--- src/rtl/owdm_pkg.sv ---
// Shared types and constants of the omni wheel drive mixer.
`default_nettype none

package owdm_pkg;

  // Fixed formats of the command and drive words
  localparam int WHEEL_COUNT = 4;
  localparam int FIELD_W     = 16;
  localparam int REG_W       = 15;
  localparam int FRAC_BITS   = 14;
  localparam int PROD_W      = 30;  // x * 0.7071 in Q2.28
  localparam int RAW_W       = 32;  // raw drive in Q4.28, signed
  localparam int MAG_W       = 31;  // magnitude of a raw drive or divisor
  localparam int NUM_W       = MAG_W + REG_W;  // magnitude times output scale
  localparam int Q_W         = REG_W;          // quotient never exceeds the scale

  localparam int QUEUE_DEPTH_DEFAULT = 4;

  // 0.7071 in Q1.14
  localparam logic signed [PROD_W-1:0] COS45_Q14 = PROD_W'(11585);

  // Per wheel: set bit means the x or y term enters negated
  localparam logic [WHEEL_COUNT-1:0] WHEEL_SX_NEG = 4'b0011;
  localparam logic [WHEEL_COUNT-1:0] WHEEL_SY_NEG = 4'b0110;

  // Register reset values
  localparam logic [REG_W-1:0] OUTPUT_SCALE_RESET = 15'd15565;
  localparam logic [REG_W-1:0] NORM_FLOOR_RESET   = 15'd9830;

  // Register indexes
  localparam int REG_INDEX_W = 1;
  localparam logic [REG_INDEX_W-1:0] REG_OUTPUT_SCALE = 1'b0;
  localparam logic [REG_INDEX_W-1:0] REG_NORM_FLOOR   = 1'b1;

  // One classified command: magnitudes, signs and the divisor
  typedef struct packed {
    logic [WHEEL_COUNT-1:0][MAG_W-1:0] mag;
    logic [WHEEL_COUNT-1:0]            neg;
    logic [MAG_W-1:0]                  dvs;
  } job_t;

  // Occupancy of the front pipeline
  typedef struct packed {
    logic a_valid;
    logic b_valid;
  } front_stat_t;

  // Quotients leaving the divider
  typedef struct packed {
    logic                            valid;
    logic [WHEEL_COUNT-1:0]          neg;
    logic [WHEEL_COUNT-1:0][Q_W-1:0] q;
  } res_t;

endpackage

`default_nettype wire

--- src/rtl/owdm_front.sv ---
// Front part: mixes a command into raw wheel drives and finds the divisor.
`default_nettype none

module owdm_front (
  input  wire logic                          clk,
  input  wire logic                          rst,
  input  wire logic                          accept,
  input  wire logic signed [15:0]            move_x,
  input  wire logic signed [15:0]            move_y,
  input  wire logic signed [15:0]            turn_rate,
  input  wire logic [owdm_pkg::REG_W-1:0]    norm_floor,
  output owdm_pkg::job_t                     job,
  output logic                               job_push,
  output owdm_pkg::front_stat_t              stat
);
  import owdm_pkg::*;

  logic                     a_valid;
  logic                     b_valid;
  logic signed [PROD_W-1:0] px;
  logic signed [PROD_W-1:0] py;
  logic signed [FIELD_W-1:0] rt;
  logic signed [RAW_W-1:0]  raw [WHEEL_COUNT];
  logic [MAG_W-1:0]         mag_b [WHEEL_COUNT];
  logic [WHEEL_COUNT-1:0]   neg_b;
  logic [MAG_W-1:0]         max01;
  logic [MAG_W-1:0]         max23;
  logic [MAG_W-1:0]         max_all;
  logic [MAG_W-1:0]         floor_q;
  logic [MAG_W-1:0]         dvs;

  // Advance the stage valids
  always_ff @(posedge clk) begin
    if (rst) begin
      a_valid <= 1'b0;
      b_valid <= 1'b0;
    end else begin
      a_valid <= accept;
      b_valid <= a_valid;
    end
  end

  // Stage a: scale the x and y terms by 0.7071
  always_ff @(posedge clk) begin
    if (accept) begin
      px <= PROD_W'(move_x) * COS45_Q14;
      py <= PROD_W'(move_y) * COS45_Q14;
      rt <= turn_rate;
    end
  end

  // Sum the terms of each wheel
  always_comb begin
    logic signed [RAW_W-1:0] xs;
    logic signed [RAW_W-1:0] ys;
    logic signed [RAW_W-1:0] rs;
    xs = RAW_W'(px);
    ys = RAW_W'(py);
    rs = RAW_W'(rt) <<< FRAC_BITS;
    for (int i = 0; i < WHEEL_COUNT; i++) begin
      raw[i] = (WHEEL_SX_NEG[i] ? -xs : xs) + (WHEEL_SY_NEG[i] ? -ys : ys) + rs;
    end
  end

  // Stage b: split each raw drive into magnitude and sign
  always_ff @(posedge clk) begin
    if (a_valid) begin
      for (int i = 0; i < WHEEL_COUNT; i++) begin
        mag_b[i] <= raw[i][RAW_W-1] ? MAG_W'(-raw[i]) : MAG_W'(raw[i]);
        neg_b[i] <= raw[i][RAW_W-1];
      end
    end
  end

  // Take the largest magnitude against the floor; a zero divisor only
  // occurs with all drives zero, so one gives the same zero quotients
  always_comb begin
    floor_q = MAG_W'({norm_floor, FRAC_BITS'(0)});
    max01   = (mag_b[0] > mag_b[1]) ? mag_b[0] : mag_b[1];
    max23   = (mag_b[2] > mag_b[3]) ? mag_b[2] : mag_b[3];
    max_all = (max01 > max23) ? max01 : max23;
    dvs     = (max_all > floor_q) ? max_all : floor_q;
    if (dvs == '0) begin
      dvs = MAG_W'(1);
    end
  end

  always_comb begin
    for (int i = 0; i < WHEEL_COUNT; i++) begin
      job.mag[i] = mag_b[i];
    end
    job.neg = neg_b;
    job.dvs = dvs;
  end

  assign job_push     = b_valid;
  assign stat.a_valid = a_valid;
  assign stat.b_valid = b_valid;

endmodule

`default_nettype wire

--- config.mk ---
export PLATFORM = sky130hd
export DESIGN_NAME = owdm_front
export DESIGN_NICKNAME = d
export VERILOG_FILES = /design/src/rtl/owdm_pkg.sv /design/src/rtl/owdm_front.sv
export SDC_FILE = /design/constraint.sdc
export NUM_CORES = 1
export LEC_CHECK = 0
export ABC_AREA = 1
export BUFFER_PORTS_ARGS = -buffer_cell sky130_fd_sc_hd__buf_2
export CORE_MARGIN = 1
export CORE_UTILIZATION = 50
export CTS_CLUSTER_DIAMETER = 200
export DETAILED_ROUTE_END_ITERATION = 7
export PLACE_DENSITY = 0.68
export SKIP_LAST_GASP = 1
export SYNTH_ARGS = -nofsm -noshare
export SYNTH_HDL_FRONTEND = slang
export SYNTH_SLANG_ARGS = --single-unit
--- constraint.sdc ---
create_clock -name clk -period 6.7 [get_ports clk]
set_input_delay 0.335 -clock clk [delete_from_list [all_inputs] [get_ports clk]]
set_output_delay 0.335 -clock clk [all_outputs]
set_load 0.01 [all_outputs]
==> metrics.md, run 1 <==
| Metric | Value |
|---|---|
| Outcome | finished, violations left |
| Failing checks | negative setup slack |
| DRT iter0 DRCs | 1338 |
| EDFF count, synth | between 200 and 250 |
| CTS buffer count | 23 |
| Rel. slew slack | between 30 and 40% |
| Initial Util | between 50 and 60% |
| # DRC | 0 |
| Reg-to-reg slack, setup | 0.72 ns |
| Crit share post-route | 103% |
| RD Place Congestion | 0.976 |
| Slack of the critical path | -0.177 ns |
| Layout area overhead | 18.1% |
| Die width | 244 um |
| Worst path required time | 6.36 ns |
| Post-synth top area cell | ha_1 |
| Slew @ Worst Pin | 0.943 ns |
| Critical path arrival | 6.54 ns |
| Nets | 4670 |
| Largest buffer count on any clock path | 3 |
| Most used cell, CP | nand2_2 |
| Path type of the worst setup path | flip-flop to output pin |
| Max Cap Violations | 0 |
| Worst setup EP type | output pin |
| Yosys Warn Count | 0 |
| Worst-path clk slew | 0.07 ns |
| Clock root cell | clkbuf_16 |
| Synth Instances | 3473 |
| Antenna Cells | 0 |
| Fin crit period | 6.88 ns |
| Top cells by area, synth | ha_1 23%, edfxtp_1 21%, fa_1 13%, inv_1 8.8%, xor2_1 6.5% |
| Setup Slack @ Placement | 0.0217 ns |
| RSZ-0062 raised after global routing | true |
| Latest clock arrival within the worst-skew pair | ~0.54 ns |
| Hold path startpoint | turn_rate[0] |
| H-tree depth | 1 |
| Post-synthesis sequential area ratio | around a fifth |
| Via density | 5.19 |
| CP startpoint kind | flip-flop |
| 1st-pass router iterations | 6 |
| Final core utilization | 59.8% |
| CTS tree | built |
| Fmax | 145 MHz |
| Fraction of registers with async set/reset | 0% |
| Synth Area per Inst | about 8.4 um^2 |
| Worst r2r path cells | 31 |
| Worst R2R End | mag_b[2][29] |
| Largest net degree at the start of global routing | 74 |
| GRT Residual Overflow | 0 |
| Share of layout cells above drive strength 1 | 17.8% |
| Reg-to-Reg Start | py[1] |
| Setup Viol. Count Final | 2 |
| Critical path's slowest cell | edfxtp_1 |
| DP HPWL | between 60 and 70 mm |
| Synth cell types | 59 |
| # rows | between 80 and 90 |
| Buffers on Ports | 227 |
| Antenna-violating nets left | 0 |
| Vias in the first global route | 23500 |
| Number of antenna violations at the first check in global routing | 0 |
| Critical path's largest stage delay | approximately 0.48 ns |
| Ys flop type | edfxtp_1 |
| DR WL/cell | about 17 um |
| Clk_skew | 0.0153 ns |
| Die ar. | a little under 60000 um^2 |
| Via count | 24300 |
| All-layer global routing usage | 26.1% |
| Syn nets | 4256 |
| Mapped cell area | 29200 um^2 |
| CP Max Fanout | 10 |
| Core area | 57700 um^2 |
| I/O Pins | 228 |
| Fin. Hold Viols | 0 |
| Detailed-route wire length | approximately 80 mm |
| Flops & latches, synth | a little over 200 |
| Die Height | 244 um |
| Synth top area share | 22.6% |
| Storage cell area | 6080 um^2 |
| Fill count | 5214 |
| Start point of the critical path | mag_b[0][12] |
| Slew Viols, Final | 0 |
| Hold WC Path Type | input pin to flip-flop |
| Critical Path End | job[0] |
| First-pass GRT wire length | 123 mm |
| Clk sinks | 203 |
| Area of the multi-input gates | 21200 um^2 |
[layout by cell type (no fill, tap or decap), types with 31 or more instances in the layout]
cell and instances:
nor2_1 203, a21oi_1 211, inv_1 682, nand4_1 31, nor2_2 32, ha_1 517
xnor2_1 95, buf_2 223, nand2_2 49, o21ai_0 85, o21ai_1 50, nand2_1 457
xor2_1 216, edfxtp_1 201, nor3_1 58, nand3_1 93, fa_1 189, buf_4 160
[synth_stat cells, drive strengths merged, types with 2 or more instances]
cell type,number
inv,699
ha,528
nand2,519
nor2,245
a21oi,240
xor2,217
edfxtp,201
fa,189
o21ai,156
nand3,104
xnor2,95
nor3,76
nand4,31
buf,20
a21boi,19
nor4,19
clkbuf,18
a31oi,13
nand3b,11
o21bai,11
or2,11
a21o,7
o31ai,7
nor3b,6
o21a,6
a211oi,5
o211ai,5
and2,3
dfxtp,2
o311ai,2
[cell type report]
class                      instances  area share (%)
clock buffer                      24            1.68
clock inverter                    17           0.670
inverter                         700            7.65
multi-input combinational       2535            61.3
sequential                       203            17.6
tap                              765            2.77
timing repair buffer             422            8.30
timing repair inverter             2          0.0580
[worst max-delay path: cells and delay by family (launching register included)]
kind | cells | cell delay [ns]
flops | 1 | 0.48
buf+inv | 7 | 0.92
fa+ha+maj | 3 | 0.92
compound gates | 6 | 0.70
simple gates | 25 | 2.96
[metrics by stage]
| stage | setup TNS (ns) | instances | instance area [um^2] | hold WS [ns] |
|---|---|---|---|---|
| 6_report | -0.206 | 4668 | 34500 | 0.0365 |
| 5_1_grt | -5.66 | 4668 | 34500 | 0.0185 |
| 4_1_cts | -0.141 | 4633 | 33500 | 0.0110 |
| 3_5_place_dp | 0 | 4555 | 32100 | 0.507 |
| 3_3_place_gp | 0 | 4555 | 32100 | 0.502 |
| 2_1_floorplan | 0 | 3473 | 29200 | 0.406 |
[cell families (layout without fill, tap and decap cells)]
family	count (synthesis)	count (layout)	synth area share, %
simple gates	1026	1029	15.6
compound gates	477	477	8.97
xor+xnor	312	312	9.37
buf+inv	738	1165	9.76
fa+ha+maj	717	717	35.5
flops	203	203	20.8
[what timing repair did]
action                                  4_1_cts  5_1_grt
resized for setup                            70      189
setup buffers                                22       34
pin swaps                                    34       97
hold endpoints to repair                     13        0
hold buffers                                 12        0
gates cloned                                  3        8
endpoints found under the setup margin       29       47
[flip-flops by register name, summed over array words and instances (netlist names)]
name,flops
a_valid,1
job_push,1
mag_b,121
neg_b,4
px,30
py,30
rt,16
[routing by layer]
layer	global-route usage [%]	wire, um	up-vias
met1	34.9	35800	11400
li1	-	-	12200
met2	45.4	38400	566
met4	7.17	2400	0
met3	1.63	3240	120
met5	0	0	-
[worst min path at each step]
| stage | end | cells after the start |
|---|---|---|
| 2_1_floorplan | a_valid | 1 |
| 3_3_place_gp | a_valid | 2 |
| 3_5_place_dp | a_valid | 2 |
| 4_1_cts | rt[1] | 1 |
| 5_1_grt | rt[1] | 1 |
| 6_report | rt[0] | 1 |
Power of run 1 is left out: the tool's default activity adds up to more than one toggle a clock period on the data nets, which glitch-free logic cannot reach.
==> run 2: changes to the inputs <==
--- a/config.mk
+++ b/config.mk
@@ -8,10 +8,10 @@
 export ABC_AREA = 1
 export BUFFER_PORTS_ARGS = -buffer_cell sky130_fd_sc_hd__buf_2
 export CORE_MARGIN = 1
-export CORE_UTILIZATION = 50
+export CORE_UTILIZATION = 63
 export CTS_CLUSTER_DIAMETER = 200
 export DETAILED_ROUTE_END_ITERATION = 7
-export PLACE_DENSITY = 0.68
+export PLACE_DENSITY = 0.83
 export SKIP_LAST_GASP = 1
 export SYNTH_ARGS = -nofsm -noshare
 export SYNTH_HDL_FRONTEND = slang
==> run 2 against run 1 <==
The flow still finishes with violations (negative setup slack). Sequential share of layout area rose by 0.17 points. Design area shrank 0.94%. Critical path type unchanged. Cell count fell by 3.7%.
==> metrics.md, run 2 (synthesis gave the netlist of run 1 again) <==
| Metric | Value |
|---|---|
| Hold Worst Slack | ~0.019 ns |
| Hold WC Path Type | input pin to flip-flop |
| Nets | ~4700 |
| Rel. slew slack | 38.0% |
| Antenna-violating nets left | 0 |
| Setup Viol. Count Final | 9 |
| Fin crit period | 7.00 ns |
| Clk_skew | between 0.01 and 0.015 ns |
| CTS buffer count | 21 |
| First-pass GRT wire length | 122 mm |
| 1st-pass router iterations | 6 |
| CP Max Fanout | 14 |
| Largest net degree at the start of global routing | 78 |
| Fill count | 3293 |
| # DRC | 0 |
| Critical path's slowest cell | edfxtp_1 |
| Worst-path clk slew | 0.06 ns |
| RSZ-0062 raised after global routing | true |
| Clock root cell | clkbuf_16 |
| Die width | 217 um |
| Worst setup EP type | output pin |
| Die ar. | 47300 um^2 |
| Critical path's largest stage delay | 0.42 ns |
| Via count | 25100 |
| Buffers on Ports | 227 |
| Vias in the first global route | 24200 |
| I/O Pins | ~230 |
| GRT Residual Overflow | 0 |
| Largest Register | mag_b |
| Failing checks | negative setup slack |
| Latest clock arrival within the worst-skew pair | 0.53 ns |
| Via density | 5.58 |
| Number of antenna violations at the first check in global routing | 1 |
| Worst path required time | 6.36 ns |
| # rows | 78 |
| Slew @ Worst Pin | 0.931 ns |
| CP startpoint kind | flip-flop |
| CTS tree | built |
| Clk sinks | 203 |
| Path type of the worst setup path | flip-flop to output pin |
| H-tree depth | 1 |
| Max reg flops | 121 |
| Critical path arrival | 6.67 ns |
| Detailed-route wire length | 80.1 mm |
| Largest buffer count on any clock path | 3 |
| Fin. Hold Viols | 0 |
| Fmax | 143 MHz |
| Commonest non-fill, non-tap cell in the layout | inv_1 |
| Slack of the critical path | -0.303 ns |
| Core area | 45600 um^2 |
| Share of layout cells above drive strength 1 | 17.6% |
| Most frequent cells in the layout | 676 x inv_1, 513 x ha_1, 467 x nand2_1 |
| Largest registers | mag_b: 121 flops, px: 30 flops, py: 30 flops |
| Slew Viols, Final | 0 |
| Initial Util | 64.2% |
| Layout area overhead | 17.0% |
| DRT iter0 DRCs | 1909 |
| Crit share post-route | 105% |
| RD Place Congestion | 0.986 |
| Most used cell, CP | nand2_1 |
| Outcome | finished, violations left |
| DP HPWL | 66.3 mm |
| All-layer global routing usage | 32.8% |
| DR WL/cell | 17.8 um |
| Die Height | between 200 and 250 um |
| Max Cap Violations | 0 |
run 2: metal layers:
layer / routed length, um / vias to the layer above / GRT usage, % / share of wire [%]
met2: 37600 / 903 / 55.5 / 47
met3: 4790 / 180 / 2.50 / 6.0
li1: - / 12100 / - / -
met5: 0 / - / 0 / 0
met4: 3790 / 0 / 13.8 / 4.7
met1: 33900 / 11900 / 43.2 / 42
run 2: final timing paths:
path | from | end | slack, ns | cells past startpoint
worst min register to register | a_valid | job_push | 0.83 | 2
worst max register to register | px[1] | mag_b[0][27] | 0.50 | 29
worst min-delay path | turn_rate[7] | rt[7] | 0.02 | 1
worst max-delay path | mag_b[1][30] | job[0] | -0.30 | 43
run 2: area by class of cell:
cell class	instances	area, um^2	share of cell area [%]
flip-flops and latches	203	6080	17.8
clock inverters	8	82.6	0.241
multi-input cells	2533	21100	61.8
clock buffers	28	552	1.61
repair inverters	2	17.5	0.0512
inverters	700	2650	7.73
well taps	600	751	2.19
repair buffers	421	2940	8.59
diodes	1	2.50	0.00732
run 2: metrics by stage:
step / area (um^2) / TNS (ns) / utilization, % / cells / setup slack [ns]
6_report: 34200 / -0.843 / 75.1 / 4496 / -0.303
3_5_place_dp: 31800 / -0.905 / 69.8 / 4378 / -0.430
3_3_place_gp: 31800 / -0.292 / 69.8 / 4378 / -0.292
5_1_grt: 34200 / -7.35 / 75.0 / 4495 / -0.628
2_1_floorplan: 29200 / 0 / - / 3473 / 0.398
4_1_cts: 33000 / -0.382 / 72.3 / 4445 / -0.244
run 2: what timing repair did:
| action | 4_1_cts | 5_1_grt |
|---|---|---|
| endpoints found under the setup margin | 29 | 38 |
| hold buffers | 9 | 0 |
| cloned | 3 | 9 |
| hold endpoints to repair | 10 | 0 |
| setup buffers | 19 | 45 |
| pin swaps | 25 | 80 |
| gates resized for setup | 57 | 203 |
run 2: critical path, delay by kind of cell (launching register included):
family | cells | cell delay (ns)
buf+inv | 8 | 1.01
flops | 1 | 0.42
simple gates | 28 | 3.31
fa+ha+maj | 3 | 0.93
compound gates | 4 | 0.47
Power of run 2 is left out for the same reason.
