===== config.mk =====
export PLATFORM = sky130hd
export DESIGN_NAME = owdm_queue
export DESIGN_NICKNAME = d
export VERILOG_FILES = /design/src/rtl/owdm_pkg.sv /design/src/rtl/owdm_queue.sv
export SDC_FILE = /design/constraint.sdc
export NUM_CORES = 1
export LEC_CHECK = 0
export BUFFER_PORTS_ARGS = -buffer_cell sky130_fd_sc_hd__buf_2
export CORE_AREA = 2 2 262 264
export DETAILED_ROUTE_END_ITERATION = 7
export DIE_AREA = 0 0 264 266
export GPL_ROUTABILITY_DRIVEN = 1
export SLEW_MARGIN = 40
export SYNTH_ARGS = -nofsm -noshare
export SYNTH_HDL_FRONTEND = slang
export SYNTH_SLANG_ARGS = --single-unit

===== constraint.sdc =====
create_clock -name clk -period 10.7 [get_ports clk]
set_clock_uncertainty 0.05 [all_clocks]
set_input_delay 0.535 -clock clk [delete_from_list [all_inputs] [get_ports clk]]
set_output_delay 0.535 -clock clk [all_outputs]
set_load 0.05 [all_outputs]

===== src/rtl/owdm_pkg.sv =====
// Shared types and constants of the omni wheel drive mixer.
`default_nettype none

package owdm_pkg;

  // Fixed formats of the command and drive words
  localparam int WHEEL_COUNT = 4;
  localparam int FIELD_W     = 16;
  localparam int REG_W       = 15;
  localparam int FRAC_BITS   = 14;
  localparam int PROD_W      = 30;  // x * 0.7071 in Q2.28
  localparam int RAW_W       = 32;  // raw drive in Q4.28, signed
  localparam int MAG_W       = 31;  // magnitude of a raw drive or divisor
  localparam int NUM_W       = MAG_W + REG_W;  // magnitude times output scale
  localparam int Q_W         = REG_W;          // quotient never exceeds the scale

  localparam int QUEUE_DEPTH_DEFAULT = 4;

  // 0.7071 in Q1.14
  localparam logic signed [PROD_W-1:0] COS45_Q14 = PROD_W'(11585);

  // Per wheel: set bit means the x or y term enters negated
  localparam logic [WHEEL_COUNT-1:0] WHEEL_SX_NEG = 4'b0011;
  localparam logic [WHEEL_COUNT-1:0] WHEEL_SY_NEG = 4'b0110;

  // Register reset values
  localparam logic [REG_W-1:0] OUTPUT_SCALE_RESET = 15'd15565;
  localparam logic [REG_W-1:0] NORM_FLOOR_RESET   = 15'd9830;

  // Register indexes
  localparam int REG_INDEX_W = 1;
  localparam logic [REG_INDEX_W-1:0] REG_OUTPUT_SCALE = 1'b0;
  localparam logic [REG_INDEX_W-1:0] REG_NORM_FLOOR   = 1'b1;

  // One classified command: magnitudes, signs and the divisor
  typedef struct packed {
    logic [WHEEL_COUNT-1:0][MAG_W-1:0] mag;
    logic [WHEEL_COUNT-1:0]            neg;
    logic [MAG_W-1:0]                  dvs;
  } job_t;

  // Occupancy of the front pipeline
  typedef struct packed {
    logic a_valid;
    logic b_valid;
  } front_stat_t;

  // Quotients leaving the divider
  typedef struct packed {
    logic                            valid;
    logic [WHEEL_COUNT-1:0]          neg;
    logic [WHEEL_COUNT-1:0][Q_W-1:0] q;
  } res_t;

endpackage

`default_nettype wire


===== src/rtl/owdm_queue.sv =====
// Short queue of classified commands between the front and back parts.
`default_nettype none

module owdm_queue #(
  parameter int DEPTH = owdm_pkg::QUEUE_DEPTH_DEFAULT
) (
  input  wire logic                        clk,
  input  wire logic                        rst,
  input  wire logic                        wr_valid,
  input  wire owdm_pkg::job_t              wr_job,
  input  wire logic                        rd_en,
  output owdm_pkg::job_t                   rd_job,
  output logic                             empty,
  output logic [$clog2(DEPTH+1)-1:0]       count
);
  import owdm_pkg::*;

  localparam int PTR_W = (DEPTH > 1) ? $clog2(DEPTH) : 1;
  localparam int CNT_W = $clog2(DEPTH + 1);

  job_t             slots [DEPTH];
  logic [PTR_W-1:0] wr_ptr;
  logic [PTR_W-1:0] rd_ptr;
  logic             do_rd;

  assign do_rd  = rd_en && (count != '0);
  assign empty  = (count == '0);
  assign rd_job = slots[rd_ptr];

  // Store an incoming word
  always_ff @(posedge clk) begin
    if (wr_valid) begin
      slots[wr_ptr] <= wr_job;
    end
  end

  // Advance pointers and occupancy
  always_ff @(posedge clk) begin
    if (rst) begin
      wr_ptr <= '0;
      rd_ptr <= '0;
      count  <= '0;
    end else begin
      if (wr_valid) begin
        wr_ptr <= (wr_ptr == PTR_W'(DEPTH - 1)) ? '0 : wr_ptr + PTR_W'(1);
      end
      if (do_rd) begin
        rd_ptr <= (rd_ptr == PTR_W'(DEPTH - 1)) ? '0 : rd_ptr + PTR_W'(1);
      end
      count <= count + CNT_W'(wr_valid) - CNT_W'(do_rd);
    end
  end

endmodule

`default_nettype wire


==> reports/qor.csv, run 1 <==
metric,value,unit
outcome,finished clean,
cts_tree,done,
avgSynthCellArea,26.7,um2
synth_commonest_cells,"edfxtp_1, mux4_2, buf_2",
dpl_cell_area,0.0261,mm2
num_rows,96,
grt_pass1_wl,69200,um
critPathKind,flop to output pin,
synth_cells,875,
pwr-share-comb,23.8,%
syn_area,0.0234,mm2
clock_latency,0.58,ns
fin_setup_tns,0,ns
dr.pass1.iters,4,
finalNonFillerCells,2185,
io_buffer_count,325,
hpwlAfterDp,27500,um
tightest_slew,0.784,ns
final_max_slew_viol_count,0,
die_w,264,um
grt_usage,13.1,%
via_count,10400,
ir_drop,0.212,mV
yosys.area.top_type,edfxtp_1,
cts_inserted_buffers,70,
overflow,0,
internal_power,0.00488,W
boundaryPins,326,
final_util,42.0,%
cts_setup_buffers,0,
nFillCells,5890,
ys_types,20,
multi_input_comb_area,0.00385,mm2
power_switching,0.00215,W
core-area,0.0677,mm2
antenna_found_initial,9,
ys_seq_area_share,82.4,%
critPathMaxFanout,62,
routed_via_density,4.77,
synth_edf_count,636,
maxCapViolCount,0,
synth_top_flop_cell,edfxtp_1,
dp_cells,2062,
cts.sinks,645,
clockPowerShare,34.2,%
synthArstFlopShare,0,%
grt_pass1_vias,11200,
final_area,0.0284,mm2
drive_gt1_share,46.7,%
ys_ff_latch,645,
detail_route.iter0.violations,730,
power_leakage,9.44,nW
period_needed,3.61,ns
yosysTopAreaCellShare,81.6,%
critPathCaptureType,output pin,
setup_viol,0,
synth.most_common_cell,edfxtp_1,
cts_hold_buf,0,
synth.area.top_cells,"edfxtp_1, mux4_2, dfxtp_1, buf_6, ha_1",
die_h,266,um
yosysWarnings,0,
clock.fmax,277,MHz
clockBufferDepth,3,
die-area,0.0702,mm2
syn-num-nets,1046,
pwr_density_cell,247,mW/mm2
finalNetCount,1424,
clk_transition_reported_paths,0.06,ns
area_growth_syn_to_layout,21.5,%
period_share,33.7,%
wl,46400,um
hold_violations,0,
arrival,3.02,ns
final-seq-area,0.0193,mm2
slew_headroom,47.7,%
holdWs,0.0941,ns
start_util,34.5,%
grt_max_degree,87,
cts_root_buf,clkbuf_16,
wire_per_inst,21.2,um
ant_nets,0,
required,10.12,ns
power.share.sequential,42.0,%
p_sw_share,30.6,%
drc,0,
critPathLaunchType,flop,
htreeDepth,3,
gp_congestion,0.706,
rsz0062_at_grt,no,
cts.repair.resized,0,
hold_path.class,primary input to flop,
-- per-layer routing --
layer / vias to the layer above / track usage [%] / share of wire (%)
li1: 4563 / - / -
met1: 5480 / 16.6 / 41
met2: 291 / 21.4 / 49
met3: 87 / 4.22 / 6.8
met4: 12 / 4.62 / 2.2
met5: - / 0 / 0.20
-- metrics by stage --
stage / setup WS, ns / total power, W
after floorplan: 5.94 / 0.00435
final: 7.09 / 0.00703
after global placement: 7.51 / 0.00470
after detailed placement: 7.63 / 0.00471
after global routing: 6.83 / 0.00730
after CTS: 6.98 / 0.00713
-- final timing paths --
path,cells after the start,end,slack (ns),start
setup / recovery,4,rd_job[112],7.09,flop
hold / removal,1,slots[0][154],0.09,wr_job[154]
setup reg to reg,4,slots[1][141],7.99,wr_ptr[0]
hold reg to reg,2,flop,0.45,rd_ptr[1]
-- power groups by stage --
stage | registers (W) | logic (W) | clock network (W)
floorplan | 0.00299 | 0.00136 | 0
global placement | 0.00301 | 0.00169 | 0
detailed placement | 0.00301 | 0.00170 | 0
CTS | 0.00296 | 0.00170 | 0.00247
global route | 0.00297 | 0.00176 | 0.00257
finish | 0.00296 | 0.00167 | 0.00240
-- state kept, by name, summed over array words and instances, names as in the netlist, named ones only --
signal,cells
slots,636
count,3
wr_ptr,2
rd_ptr,2
-- worst max-delay path, cell delays in order, from the launching register on --
cell,delay (ns)
dfxtp_4,0.76
buf_12,0.31
buf_16,0.38
mux4_2,0.60
buf_2,0.23
-- logic make-up (layout without fill, tap and decap cells) --
family,after synthesis,after routing,share of synthesized area (%)
flops,645,645,82.4
mux,162,162,15.4
buf+inv,42,468,1.21
simple gates,15,15,0.369
fa+ha+maj,8,8,0.460
compound gates,2,2,0.0588
xor+xnor,1,1,0.0962
other cells,0,2,0
-- cell usage in the layout (no fill, tap or decap), drive strengths merged --
master  instances
mux2            1
nand2b          3
nor2            3
buf           343
xnor3           1
mux2i           2
inv             6
nor2b           2
clkinv         20
and2            4
mux4          159
a21oi           1
edfxtp        636
diode           2
fa              1
or3b            1
ha              7
nor3            2
bufinv          9
dfxtp           9
clkbuf         90
o31a            1
-- area by class of cell --
type	instances	area share, %
well taps	882	3.88
diodes	2	0.0176
clock buffers	90	6.68
repair buffers	343	6.60
clock inverters	30	1.40
multi-input cells	188	13.5
inverters	5	0.0660
flip-flops and latches	645	67.8
(Power assumes the default switching activity.)
==> inputs of run 2 (changes only) <==
clock period = 3.1 ns   (was 10.7 ns; I/O delays follow)
==> reports/qor.csv, run 2 (synthesis results as in run 1) <==
metric,value,unit,change
pwr_density_cell,805,mW/mm2,+230%
cts_tree,done,,
clockBufferDepth,3,,unchanged
fin_setup_tns,0,ns,unchanged
clock_latency,0.59,ns,about the same
overflow,0,,unchanged
critPathKind,flop to output pin,,
io_buffer_count,325,,unchanged
outcome,finished clean,,
finalNetCount,1612,,+13%
detail_route.iter0.violations,665,,-8.9%
grt_pass1_vias,12300,,+9.7%
grt_usage,14.1,%,+0.97 points
period_needed,2.71,ns,
maxCapViolCount,0,,unchanged
ant_nets,0,,unchanged
clk_transition_reported_paths,0.06,ns,about the same
wl,49500,um,+6.8%
whs_path_depth,2,,+1
clock.fmax,369,MHz,
drive_gt1_share,42.9,%,-3.9 points
rrSetupSlack,1.02,ns,-6.97 ns
most-common-layout-cells,"edfxtp_1, buf_2, dlygate4sd3_1, mux4_2, clkbuf_16",,
required,2.89,ns,-7.23 ns
die_w,264,um,unchanged
start_util,34.5,%,unchanged
boundaryPins,326,,unchanged
num_rows,96,,unchanged
top_register,slots,,
final_util,44.8,%,+2.8 points
cts_inserted_buffers,70,,unchanged
reg_top3,"slots x636, count x3",,
power_leakage,10.3,nW,+8.8%
via_count,11300,,+7.9%
holdWs,0.258,ns,+0.164 ns
hpwlAfterDp,29900,um,+8.4%
ff2ff_path_depth,8,,+4
hold_violations,0,,unchanged
cts_hold_buf,163,,+163
hold_path.class,primary input to flop,,
setup_viol,0,,unchanged
cts_root_buf,clkbuf_16,,
tightest_slew,0.741,ns,-0.0435 ns
core-area,0.0677,mm2,unchanged
critPathLaunchType,flop,,
grt_max_degree,96,,+10%
min_to,slots[2][67],,
largest_register_ffs,636,,unchanged
die-area,0.0702,mm2,unchanged
die_h,266,um,unchanged
cts_setup_buffers,0,,unchanged
htreeDepth,3,,unchanged
cts.sinks,645,,unchanged
final_common_cell,edfxtp_1,,
final_max_slew_viol_count,0,,unchanged
arrival,2.51,ns,-0.51 ns
drc,0,,unchanged
min_from,wr_job[67],,
wire_per_inst,20.8,um,-1.9%
period_share,87.5,%,
dr.pass1.iters,4,,unchanged
critPathCaptureType,output pin,,
r2r-start,count[1],,
slew_headroom,50.6,%,+2.9 points
ir_drop,0.659,mV,+210%
rsz0062_at_grt,no,,
reg2reg_to,count[2],,
antenna_found_initial,3,,-6
critPathMaxFanout,24,,-61%
gp_congestion,0.729,,+3.2%
routed_via_density,4.73,,-0.88%
cts.repair.resized,0,,unchanged
grt_pass1_wl,74400,um,+7.6%
area_growth_syn_to_layout,29.6,%,
-- run 2: changes by cell type in the layout (fill, tap and decap cells not counted), sizes merged --
cell / delta
clkbuf: -6
inv: +4
dlygate4sd3: +163
clkinv: +8
bufinv: -2
buf: +25
diode: -1
clkinvlp: +2
-- run 2: area by class of cell --
class / instances / area [um2]
Clock inverter: 42 / 433
Fill cell: 5770 / 37400
Timing Repair Buffer: 531 / 3810
Multi-Input combinational cell: 188 / 3850
Inverter: 5 / 18.8
Tap cell: 882 / 1100
Sequential cell: 645 / 19300
Antenna cell: 1 / 2.50
Clock buffer: 84 / 1830
-- run 2: stage by stage --
step / instances / area, um2 / setup slack, ns / power (W)
finish: 2378 / 30300 / 0.388 / 0.0244
global route: 2378 / 30300 / 0.207 / 0.0254
CTS: 2377 / 30300 / 0.262 / 0.0248
detailed placement: 2088 / 26400 / 0.916 / 0.0164
global placement: 2087 / 26400 / 0.924 / 0.0164
floorplan: 875 / 23400 / 0.120 / 0.0150
-- run 2: metal layers --
metal | routed length, um | track usage, % | vias up
met4 | 1080 | 4.84 | 2
li1 | - | - | 4952
met1 | 20000 | 17.3 | 5944
met5 | 10 | 0 | -
met3 | 3050 | 4.04 | 74
met2 | 25400 | 24.1 | 283
-- run 2: where the power goes --
group          leakage (nW)  switching (W)  internal [W]
sequential             5.92       0.000143       0.00998
clock                  1.11        0.00330       0.00482
combinational          3.24        0.00414       0.00205
total                  10.3        0.00758        0.0168
-- run 2: how the worst max path moves through the flow --
stage,to,slack (ns)
after CTS,rd_job[49],0.26
after global routing,rd_job[49],0.21
after detailed placement,rd_job[49],0.92
after floorplan,slots[2][0],0.12
after global placement,rd_job[49],0.92
final,rd_job[49],0.39
-- run 2: worst max-delay path, cell delays in order, from the launching register on --
cell	delay (ns)
dfxtp_4	0.60
buf_12	0.24
buf_12	0.24
mux4_2	0.56
buf_2	0.23
==> inputs of run 3 (changes only) <==
CORE_AREA = 2 2 218 220   (was 2 2 262 264)
DIE_AREA = 0 0 220 222   (was 0 0 264 266)
PLACE_DENSITY = 0.74   (was not set)
==> reports/qor.csv, run 3 (synthesis results as in run 1) <==
metric,value,unit,change
largest_register_ffs,636,,unchanged
htreeDepth,3,,unchanged
critPathKind,flop to output pin,,
hpwlAfterDp,28900,um,-3.1%
area_growth_syn_to_layout,27.5,%,
ir_drop,0.705,mV,+7.0%
wl,48800,um,-1.4%
finalNetCount,1611,,-0.062%
die-area,0.0488,mm2,-30%
io_buffer_count,325,,unchanged
die_h,222,um,-17%
detail_route.iter0.violations,837,,+26%
routed_via_density,5.42,,+14%
top_register,slots,,
hold_violations,0,,unchanged
ant_nets,0,,unchanged
tightest_slew,0.716,ns,-0.0246 ns
hold_path.class,primary input to flop,,
gp_congestion,0.740,,+1.5%
cts_tree,done,,
grt_pass1_wl,73500,um,-1.3%
cts_root_buf,clkbuf_16,,
num_rows,79,,-18%
final_common_cell,edfxtp_1,,
clock.fmax,375,MHz,+1.7%
pwr_density_cell,801,mW/mm2,-0.52%
antenna_found_initial,7,,+4
maxCapViolCount,0,,unchanged
final_max_slew_viol_count,0,,unchanged
most-common-layout-cells,"edfxtp_1, buf_2, dlygate4sd3_1, mux4_2, clkbuf_16",,
dr.pass1.iters,5,,+1
required,2.89,ns,about the same
fin_setup_tns,0,ns,unchanged
grt_usage,20.3,%,+6.2 points
period_share,86.1,%,-1.4 points
overflow,0,,unchanged
slew_headroom,52.3,%,+1.6 points
start_util,50.6,%,+16 points
grt_pass1_vias,12200,,-1.4%
cts_setup_buffers,0,,unchanged
power_leakage,10.2,nW,-0.73%
boundaryPins,326,,unchanged
die_w,220,um,-17%
grt_max_degree,52,,-46%
rsz0062_at_grt,no,,
holdWs,0.267,ns,+0.00890 ns
period_needed,2.67,ns,-0.0447 ns
arrival,2.46,ns,-0.05 ns
wire_per_inst,23.2,um,+12%
worst_slack,0.432,ns,+0.0447 ns
clock_latency,0.57,ns,-0.02 ns
clk_transition_reported_paths,0.06,ns,about the same
core-area,0.0463,mm2,-32%
pre_cts_slack,1.00,ns,+0.0868 ns
critPathCaptureType,output pin,,
cts_inserted_buffers,66,,-5.7%
ff2ff_path_depth,6,,-2
via_count,11400,,+1.2%
critPathLaunchType,flop,,
critPathMaxFanout,42,,+75%
outcome,finished clean,,
reg_top3,"slots x636, count x3",,
cts_hold_buf,163,,unchanged
clockBufferDepth,3,,unchanged
cts.sinks,645,,unchanged
drc,0,,unchanged
cts.repair.resized,0,,unchanged
whs_path_depth,2,,unchanged
setup_viol,0,,unchanged
drive_gt1_share,42.2,%,-0.66 points
==> run 3: cell count changes in the layout (fill, tap and decap cells not counted), moves of 2 or more <==
cell       change
buf_12         +2
bufinv_16      -4
clkbuf_1       -3
clkbuf_16      -2
clkbuf_8       +3
clkinv_1      +10
clkinv_2       -7
clkinv_8       -2
diode_2        +4
inv_6          -2
==> run 3: worst paths after layout <==
| kind | slack, ns | start | end |
|---|---|---|---|
| worst max-delay path | 0.43 | flop | rd_job[126] |
| worst min-delay path | 0.27 | wr_job[73] | slots[0][73] |
| worst max register to register | 0.84 | count[1] | count[0] |
| worst min register to register | 0.50 | rd_ptr[1] | flop |
==> run 3: final cells by class <==
class                      count  area [um2]
antenna                        5        12.5
fill                        2951       16400
inverter                       5        18.8
timing repair buffer         534        3850
sequential                   645       19300
clock inverter                36         258
multi-input combinational    188        3850
tap                          607         759
clock buffer                  82        1810
==> run 3: stage by stage <==
step	total power [W]	utilization, %	cell area, um2	cells
finish	0.0239	64.5	29800	2102
floorplan	0.0150	-	23400	875
CTS	0.0241	64.5	29800	2097
global placement	0.0164	56.5	26100	1816
global route	0.0247	64.5	29800	2102
detailed placement	0.0164	56.5	26100	1816
==> run 3: critical path, cell delays in order (launching register included) <==
cell,delay (ns)
dfxtp_4,0.62
buf_12,0.34
mux4_2,0.59
buf_2,0.24
==> run 3: layer usage <==
| metal | GRT usage [%] | vias to the layer above | share of wire [%] | routed length [um] |
|---|---|---|---|---|
| met3 | 5.45 | 68 | 7.7 | 3780 |
| met1 | 26.8 | 5943 | 39 | 19300 |
| li1 | - | 4948 | - | - |
| met4 | 6.49 | 4 | 1.9 | 907 |
| met5 | 0 | - | 0.061 | 30 |
| met2 | 33.2 | 424 | 51 | 24800 |
==> run 3: where the power goes <==
part | switching (W) | total (W) | internal, W
Clock | 0.00310 | 0.00749 | 0.00438
Sequential | 0.000208 | 0.0102 | 0.00998
Combinational | 0.00413 | 0.00623 | 0.00210
